## src/rtl/tlex_pkg.sv

```systemverilog
package tlex_pkg;

    typedef enum logic [3:0] {
        KIND_IDENT     = 4'd0,
        KIND_NUMBER    = 4'd1,
        KIND_LET       = 4'd2,
        KIND_ASSIGN    = 4'd3,
        KIND_ADD       = 4'd4,
        KIND_SUB       = 4'd5,
        KIND_MUL       = 4'd6,
        KIND_DIV       = 4'd7,
        KIND_PRINT     = 4'd8,
        KIND_SEMICOLON = 4'd9
    } kind_t;

    localparam int PREFIX_DEPTH = 5;
    localparam int VALUE_W      = 32;
    localparam int OUT_LEN_W    = 13;

    localparam logic [7:0] CH_TAB    = 8'h09;
    localparam logic [7:0] CH_CR     = 8'h0D;
    localparam logic [7:0] CH_SPACE  = 8'h20;
    localparam logic [7:0] CH_PLUS   = 8'h2B;
    localparam logic [7:0] CH_MINUS  = 8'h2D;
    localparam logic [7:0] CH_STAR   = 8'h2A;
    localparam logic [7:0] CH_SLASH  = 8'h2F;
    localparam logic [7:0] CH_EQUAL  = 8'h3D;
    localparam logic [7:0] CH_SEMI   = 8'h3B;
    localparam logic [7:0] CH_ZERO   = 8'h30;
    localparam logic [7:0] CH_NINE   = 8'h39;
    localparam logic [7:0] CH_L      = 8'h6C;
    localparam logic [7:0] CH_E      = 8'h65;
    localparam logic [7:0] CH_T      = 8'h74;
    localparam logic [7:0] CH_P      = 8'h70;
    localparam logic [7:0] CH_R      = 8'h72;
    localparam logic [7:0] CH_I      = 8'h69;
    localparam logic [7:0] CH_N      = 8'h6E;

    typedef struct packed {
        kind_t                 kind;
        logic [VALUE_W-1:0]    value;
        logic [OUT_LEN_W-1:0]  length;
        logic                  last;
    } token_t;

endpackage

```

## src/rtl/token_lexer.sv

```systemverilog
// token_lexer: byte-serial tokenizer.
// Input channel s_*: one source byte per item, with s_end_of_input marking the
// last byte of a stream. Result channel m_*: one token per item, with
// m_last_of_run set on the last token caused by a given input byte.
// An input byte yields zero, one or two tokens (a pending word, then an
// operator). Tokens are formed in the cycle the byte is accepted and written
// to a four-entry output queue; a token is presented on m_* from the queue
// once the tokens ahead of it have been taken.
// Throughput: one byte per cycle while the queue has room for two tokens;
// sustained output is one token per cycle while m_ready is high, so a byte
// that ends a word with an operator puts out two tokens, one after the other.
// Word state update (times-ten accumulate, keyword compare) is combinational.
// Reset (aresetn low, synchronous) empties the queue and clears the word
// state; s_ready is low during reset.
// When the receiver stalls, tokens collect in the queue; s_ready drops once
// fewer than two free entries remain, and no token is lost or reordered.
module token_lexer #(
    parameter int SCRATCH_CAPACITY = 4096
) (
    input  logic        aclk,
    input  logic        aresetn,
    input  logic        s_valid,
    output logic        s_ready,
    input  logic [7:0]  s_char_byte,
    input  logic        s_end_of_input,
    output logic        m_valid,
    input  logic        m_ready,
    output logic [3:0]  m_token_kind,
    output logic [31:0] m_number_value,
    output logic [12:0] m_word_length,
    output logic        m_last_of_run
);
    import tlex_pkg::*;

    localparam int LEN_W   = $clog2(SCRATCH_CAPACITY + 1);
    localparam int Q_DEPTH = 4;
    localparam int PTR_W   = $clog2(Q_DEPTH);
    localparam int CNT_W   = $clog2(Q_DEPTH + 1);

    logic [LEN_W-1:0]   len_reg, len_next, len_w;
    logic               digits_reg, digits_next, digits_w;
    logic [VALUE_W-1:0] val_reg, val_next, val_w;
    logic [7:0]         prefix_reg [PREFIX_DEPTH];
    logic [7:0]         prefix_w [PREFIX_DEPTH];

    token_t             q_mem [Q_DEPTH];
    logic [PTR_W-1:0]   wr_ptr_reg, rd_ptr_reg;
    logic [CNT_W-1:0]   cnt_reg;

    logic               accept, pop;
    logic               blank, is_op, delim, num_char, store;
    kind_t              op_kind, word_kind;
    logic               emit_word, is_let, is_print;
    logic [1:0]         n_push;
    token_t             tok0, tok1, word_tok, op_tok;

    assign accept = s_valid && s_ready;
    assign pop    = m_valid && m_ready;

    always_comb begin
        blank = s_char_byte inside {[CH_TAB:CH_CR], CH_SPACE};
        is_op = 1'b1;
        case (s_char_byte)
            CH_PLUS:  op_kind = KIND_ADD;
            CH_MINUS: op_kind = KIND_SUB;
            CH_STAR:  op_kind = KIND_MUL;
            CH_SLASH: op_kind = KIND_DIV;
            CH_EQUAL: op_kind = KIND_ASSIGN;
            CH_SEMI:  op_kind = KIND_SEMICOLON;
            default: begin
                op_kind = KIND_IDENT;
                is_op   = 1'b0;
            end
        endcase
        delim    = blank || is_op;
        num_char = s_char_byte inside {[CH_ZERO:CH_NINE]};
        store    = !delim && (len_reg < LEN_W'(SCRATCH_CAPACITY));
    end

    // word state after this byte is taken in (before any flush)
    always_comb begin
        len_w    = len_reg;
        digits_w = digits_reg;
        val_w    = val_reg;
        for (int i = 0; i < PREFIX_DEPTH; i++) begin
            prefix_w[i] = prefix_reg[i];
            if (store && (len_reg == LEN_W'(i))) begin
                prefix_w[i] = s_char_byte;
            end
        end
        if (store) begin
            len_w = len_reg + LEN_W'(1);
            if (num_char) begin
                val_w = (val_reg << 3) + (val_reg << 1)
                        + {{(VALUE_W-4){1'b0}}, s_char_byte[3:0]};
            end else begin
                digits_w = 1'b0;
            end
        end
    end

    always_comb begin
        is_let   = (len_w == LEN_W'(3)) && (prefix_w[0] == CH_L)
                   && (prefix_w[1] == CH_E) && (prefix_w[2] == CH_T);
        is_print = (len_w == LEN_W'(5)) && (prefix_w[0] == CH_P)
                   && (prefix_w[1] == CH_R) && (prefix_w[2] == CH_I)
                   && (prefix_w[3] == CH_N) && (prefix_w[4] == CH_T);
        if (is_let) begin
            word_kind = KIND_LET;
        end else if (is_print) begin
            word_kind = KIND_PRINT;
        end else if (digits_w) begin
            word_kind = KIND_NUMBER;
        end else begin
            word_kind = KIND_IDENT;
        end
        word_tok.kind   = word_kind;
        word_tok.value  = (word_kind == KIND_NUMBER) ? val_w : '0;
        word_tok.length = OUT_LEN_W'(len_w);
        word_tok.last   = !is_op;
        op_tok.kind     = op_kind;
        op_tok.value    = '0;
        op_tok.length   = '0;
        op_tok.last     = 1'b1;

        emit_word = (len_w != '0) && (delim || s_end_of_input);
        tok0      = emit_word ? word_tok : op_tok;
        tok1      = op_tok;
        if (emit_word && is_op) begin
            n_push = 2'd2;
        end else if (emit_word || is_op) begin
            n_push = 2'd1;
        end else begin
            n_push = 2'd0;
        end
    end

    always_comb begin
        if (!accept) begin
            len_next    = len_reg;
            digits_next = digits_reg;
            val_next    = val_reg;
        end else if (emit_word) begin
            len_next    = '0;
            digits_next = 1'b1;
            val_next    = '0;
        end else begin
            len_next    = len_w;
            digits_next = digits_w;
            val_next    = val_w;
        end
    end

    always_ff @(posedge aclk) begin
        if (!aresetn) begin
            len_reg    <= '0;
            digits_reg <= 1'b1;
            val_reg    <= '0;
        end else begin
            len_reg    <= len_next;
            digits_reg <= digits_next;
            val_reg    <= val_next;
        end
    end

    always_ff @(posedge aclk) begin
        if (accept && store) begin
            for (int i = 0; i < PREFIX_DEPTH; i++) begin
                prefix_reg[i] <= prefix_w[i];
            end
        end
    end

    // output queue
    always_ff @(posedge aclk) begin
        if (accept && (n_push != 2'd0)) begin
            q_mem[wr_ptr_reg] <= tok0;
        end
        if (accept && (n_push == 2'd2)) begin
            q_mem[wr_ptr_reg + PTR_W'(1)] <= tok1;
        end
    end

    always_ff @(posedge aclk) begin
        if (!aresetn) begin
            wr_ptr_reg <= '0;
            rd_ptr_reg <= '0;
            cnt_reg    <= '0;
        end else begin
            if (accept) begin
                wr_ptr_reg <= wr_ptr_reg + PTR_W'(n_push);
            end
            if (pop) begin
                rd_ptr_reg <= rd_ptr_reg + PTR_W'(1);
            end
            cnt_reg <= cnt_reg + (accept ? CNT_W'(n_push) : '0) - CNT_W'(pop);
        end
    end

    assign s_ready        = aresetn && (cnt_reg <= CNT_W'(Q_DEPTH - 2));
    assign m_valid        = (cnt_reg != '0);
    assign m_token_kind   = q_mem[rd_ptr_reg].kind;
    assign m_number_value = q_mem[rd_ptr_reg].value;
    assign m_word_length  = q_mem[rd_ptr_reg].length;
    assign m_last_of_run  = q_mem[rd_ptr_reg].last;

endmodule

```

## config.mk

```make
export PLATFORM = sky130hd
export DESIGN_NAME = token_lexer
export DESIGN_NICKNAME = d
export VERILOG_FILES = /design/src/rtl/tlex_pkg.sv /design/src/rtl/token_lexer.sv
export SDC_FILE = /design/constraint.sdc
export NUM_CORES = 1
export LEC_CHECK = 0
export BUFFER_PORTS_ARGS = -buffer_cell sky130_fd_sc_hd__buf_2
export CORE_UTILIZATION = 45
export DETAILED_ROUTE_END_ITERATION = 7
export HOLD_SLACK_MARGIN = 0.06
export PLACE_DENSITY_LB_ADDON = 0.12
export SYNTH_ARGS = -nofsm -noshare
export SYNTH_HDL_FRONTEND = slang
export SYNTH_SLANG_ARGS = --single-unit
```

## constraint.sdc

```tcl
create_clock -name aclk -period 15.5 [get_ports aclk]
set_input_delay 4.65 -clock aclk [delete_from_list [all_inputs] [get_ports aclk]]
set_output_delay 4.65 -clock aclk [all_outputs]
set_load 0.1 [all_outputs]
```

==> results of run 1 <==
## cell type report
type | count | area share
clock inverter | 18 | 0.0172
inverter | 30 | 0.00669
antenna | 1 | 0.000149
clock buffer | 44 | 0.0571
tap | 442 | 0.0328
sequential | 295 | 0.384
timing repair buffer | 84 | 0.0279
multi-input combinational | 1093 | 0.474
## power by group
part / switching, W / internal [W] / total (W)
combinational: 0.000204 / 0.0000888 / 0.000293
clock: 0.000332 / 0.000558 / 0.000891
sequential: 0.0000282 / 0.000813 / 0.000841
## cell usage in the layout, fill, tap and decap left out, drive strengths merged, types with 14 or more instances in the layout
cell type and count:
a32o 14, nor3 30, dfxtp 239, ha 68
mux2i 27, xnor2 28, o21ai 162, a22o 49
a21o 21, mux2 31, edfxtp 56, a21oi 71
mux4 50, nand2 210, buf 84, nor2 95
nand3 30, inv 31, clkbuf 44
## final timing paths
kind | endpoint | slack, ps
min reg2reg | q_mem[2][33] | 450
min | q_mem[2][33] | 450
max | s_ready | 4540
max reg2reg | cnt_reg[2] | 10340
## cells in the mapped netlist, drive strengths merged, types with 9 or more instances
library cell,count,area (sq um)
a22o,49,429
inv,30,113
dfxtp,239,4780
nand3,30,155
xor2,11,96.3
mux2,31,353
buf,38,204
a32o,14,140
nand2,210,788
mux4,50,1130
nand4,12,90.1
o22ai,10,62.6
ha,68,851
a21o,21,158
xnor2,28,245
or3,13,86.3
nor2,95,357
nor3,30,166
mux2i,27,270
a21oi,71,363
o21ai,162,815
clkbuf,62,233
edfxtp,56,1680
nor4,9,83.8
nor2b,10,62.6
and2,10,62.6
a211oi,13,103
## metrics by stage
step / util / std cells / cell area [sq um] / setup slack (ps) / power (W)
3_5_place_dp: 0.479 / 1944 / 15600 / 4530 / 0.00115
6_report: 0.518 / 2007 / 16800 / 4540 / 0.00202
3_3_place_gp: 0.479 / 1944 / 15600 / 4570 / 0.00115
5_1_grt: 0.518 / 2006 / 16800 / 4420 / 0.00209
2_1_floorplan: - / 1518 / 14900 / 3510 / 0.00108
4_1_cts: 0.518 / 2006 / 16800 / 4520 / 0.00204
## kinds of logic (layout without fill, tap and decap cells)
kind of cell / count (synthesis) / count (layout) / share of synthesized area
AND/OR/NAND/NOR: 465 / 465 / 0.149
AO/OA/AOI/OAI: 410 / 410 / 0.179
flip-flops: 295 / 295 / 0.434
buffers and inverters: 130 / 176 / 0.0368
multiplexers: 108 / 108 / 0.117
adder cells (fa/ha/maj): 71 / 71 / 0.0611
XOR/XNOR: 39 / 39 / 0.0229
other: 0 / 1 / 0
## worst max-delay path: stages
cell	delay [ps]
buf_2	210
inv_2	380
a211oi_1	540
buf_2	520
## routing by layer
layer	up-vias	track usage	share of wire
li1	5639	-	-
met1	5705	0.351	0.48
met2	324	0.388	0.45
met3	51	0.0307	0.056
met4	0	0.0510	0.015
met5	-	0	0
==> qor.yml, run 1 <==
startpoint: "aresetn"
cts_resized: 0
multi_input_area_sq_um: 7980
drt_drc_violations_left: 0
avgSynthCellArea_sq_um: 9.82
grt_pass1_wl_um: 64400
p_leak_nw: 6.43
dr.first_iter.drc_count: 797
dp_hpwl_um: 26600
clock_sinks: 295
fmax_ghz: 0.0913
die_w_um: 184
synth_area_sq_um: 14900
gp_congestion: 0.914
wl_um: 40900
worstHoldStart: "q_mem[2][33]"
endpoint_kind: "primary output"
largest_register_ff_count: 200
grt_max_degree: 55
cts_buffer_depth: 3
peakVddDrop_v: 0.000102
min_period_ps: 10960
fin_crit_sh: 0.707
h-tree-depth: 2
clock_latency_ps: 520
path_class: "input pin to primary output"
rows: 66
wl_per_cell_um: 20.4
num-nets-final: 1622
postCtsSetupRepairBufs: 0
ys_seq_area_frac: 0.434
die_y_um: 184
drive_above_1_share: 0.164
die_area_sq_um: 33900
maxCapViolations: 0
timing.hold.ws_ps: 448
rsz0062_at_grt: "false"
crit_required_ps: 10850
overflow: 0
reg2reg_from: "len_reg[0]"
powerDensity_nw_per_um2: 120
slew_headroom: 0.181
groute.usage.overall: 0.243
fillers: 3052
grt_pass1_vias: 11400
synth_enable_flop_cells: 56
clock_skew_ps: 20.3
vias: 11700
syn_inst: 1518
dr.pass1.iters: 5
vias_per_cell: 5.84
cts_tree: "done"
syn2layout_area_growth_pct: 13.0
startpoint_type: "input pin"
status: "complete, no violations"
seq_area_sq_um: 6470
ys_types: 85
clk_pin_slew_ps: 60
pin_count: 65
hold_path.class: "register to register"
synth_ff_type: "dfxtp_1"
core_sq_um: 32500
setup_violations: 0
synth_fp_nets: 1602
antenna_found_initial: 0
yosysWarningCount: 0
cp.arrival_ps: 6310
reg2reg_depth: 15
ant_nets: 0
synth-seq-cells: 295
initial_core_util: 0.458
path_max_fanout: 46
final_max_slew_viol_count: 0
min_path_cells: 2
holdBufCountCts: 0
hold_viol: 0
synthArstFlopShare: 0
numCtsBuffers: 34
tns_ps: 0
root_buffer: "clkbuf_16"
port_buffers: 64
worst_pin_slew_ps: 1220
Power figures use the tool's default switching activity.
==> inputs of run 2 (changes only) <==
- clock period: 15.5 -> 9.9 ns (I/O delays scaled with it)
==> qor.yml, run 2 (synthesis gave the netlist of run 1 again) <==
status: "complete, no violations"
port_buffers: 64
clock_latency_ps: 530
numCtsBuffers: 35
cp.arrival_ps: 4820
final_cell_mix: "dfxtp_1, nand2_1, o21ai_0, nor2_1"
final_common_cell: "dfxtp_1"
powerDensity_nw_per_um2: 183
fin_crit_sh: 0.787
syn2layout_area_growth_pct: 12.3
grt_pass1_vias: 11400
die_area_sq_um: 33900
cts_buffer_depth: 3
cts_tree: "done"
rows: 66
crit_top_cell: "buf_2"
clock_sinks: 295
rsz0062_at_grt: "false"
peakVddDrop_v: 0.000142
placedCellCount: 1941
root_buffer: "clkbuf_16"
crit_path_top_delay_cell: "a211oi_1"
grt_max_degree: 51
fillers: 3061
drive_above_1_share: 0.163
startpoint_type: "input pin"
setup_violations: 0
num-nets-final: 1620
die_w_um: 184
grtUsageMet1: 0.344
dp_hpwl_um: 26100
grtUsageMet3: 0.0327
dr.pass1.iters: 5
groute.usage.overall: 0.238
crit_chain: "buf_2, inv_2, a211oi_1, buf_2"
timing.hold.ws_ps: 443
vias_per_cell: 5.81
fmax_ghz: 0.128
max_stage_delay_ps: 620
antenna_found_initial: 0
stdcell_count: 2003
overflow: 0
pin_count: 65
vias: 11600
crit_required_ps: 6930
gp_congestion: 0.861
largest_register_ff_count: 200
drt_drc_violations_left: 0
grt_pass1_wl_um: 63000
ant_nets: 0
min_period_ps: 7790
die_y_um: 184
wl_per_cell_um: 19.8
p_leak_nw: 6.38
maxCapViolations: 0
worst_pin_slew_ps: 1110
clk_pin_slew_ps: 60
postLayoutCoreUtil: 0.514
wl_um: 39600
clock_skew_ps: 21.6
endpoint_kind: "primary output"
core_sq_um: 32500
diodes: 0
slew_headroom: 0.255
hold_path.class: "register to register"
holdBufCountCts: 0
hold_viol: 0
fin_total_pwr_w: 0.00306
path_max_fanout: 46
crit_family: "buffers and inverters"
final_max_slew_viol_count: 0
gr-usage-met2: 0.377
path_buf_inv: 3
initial_core_util: 0.458
cts_resized: 0
grt-busiest-layer: "met2"
tns_ps: 0
dr.first_iter.drc_count: 756
path_class: "input pin to primary output"
postCtsSetupRepairBufs: 0
h-tree-depth: 2
[run 2: cell count changes in the layout (fill, tap and decap cells not counted)]
cell       previous run  this run
inv_6                 0         1
clkinv_1              2         0
buf_4                20        17
diode_2               1         0
clkinv_16             0         1
bufinv_16             7         1
clkinv_8              2         1
o21ai_2               5         4
clkbuf_8              3         8
clkinv_2              5         6
clkbuf_1              5         6
o21ai_4               0         1
[run 2: layer usage]
metal	part of all wire	up-vias
met1	0.49	5690
met5	0	-
met3	0.049	53
met4	0.015	0
li1	-	5620
met2	0.44	280
[run 2: report_power, final]
part,internal [W],switching [W]
Clock,0.000760,0.000521
Sequential,0.00127,0.0000448
Combinational,0.000136,0.000320
Total,0.00217,0.000886
[run 2: worst paths after layout]
| check | startpoint | endpoint | slack [ps] | depth (start not counted) |
|---|---|---|---|---|
| max reg2reg | len_reg[0] | q_mem[2][24] | 4600 | 15 |
| min reg2reg | q_mem[1][21] | q_mem[1][21] | 440 | 2 |
| min | q_mem[1][21] | q_mem[1][21] | 440 | 2 |
| max | aresetn | s_ready | 2110 | 4 |
[run 2: layout make-up]
class	instances	area, sq um	area share
multi-input cells	1093	7990	0.477
flip-flops and latches	295	6470	0.387
clock buffers	50	1030	0.0618
well taps	442	553	0.0330
repair buffers	81	448	0.0268
clock inverters	12	130	0.00778
inverters	30	113	0.00673
[run 2: tightest hold or removal path: stages, from the launching register on]
cell	delay (ps)
dfxtp_1	300
nand2_1	50
o21ai_1	50
[run 2: per-stage QoR]
stage | setup WS [ps] | instance area [sq um]
after floorplan | 883 | 14900
after global placement | 1790 | 15600
after detailed placement | 1730 | 15600
after CTS | 2080 | 16700
after global routing | 1730 | 16700
final | 2110 | 16700
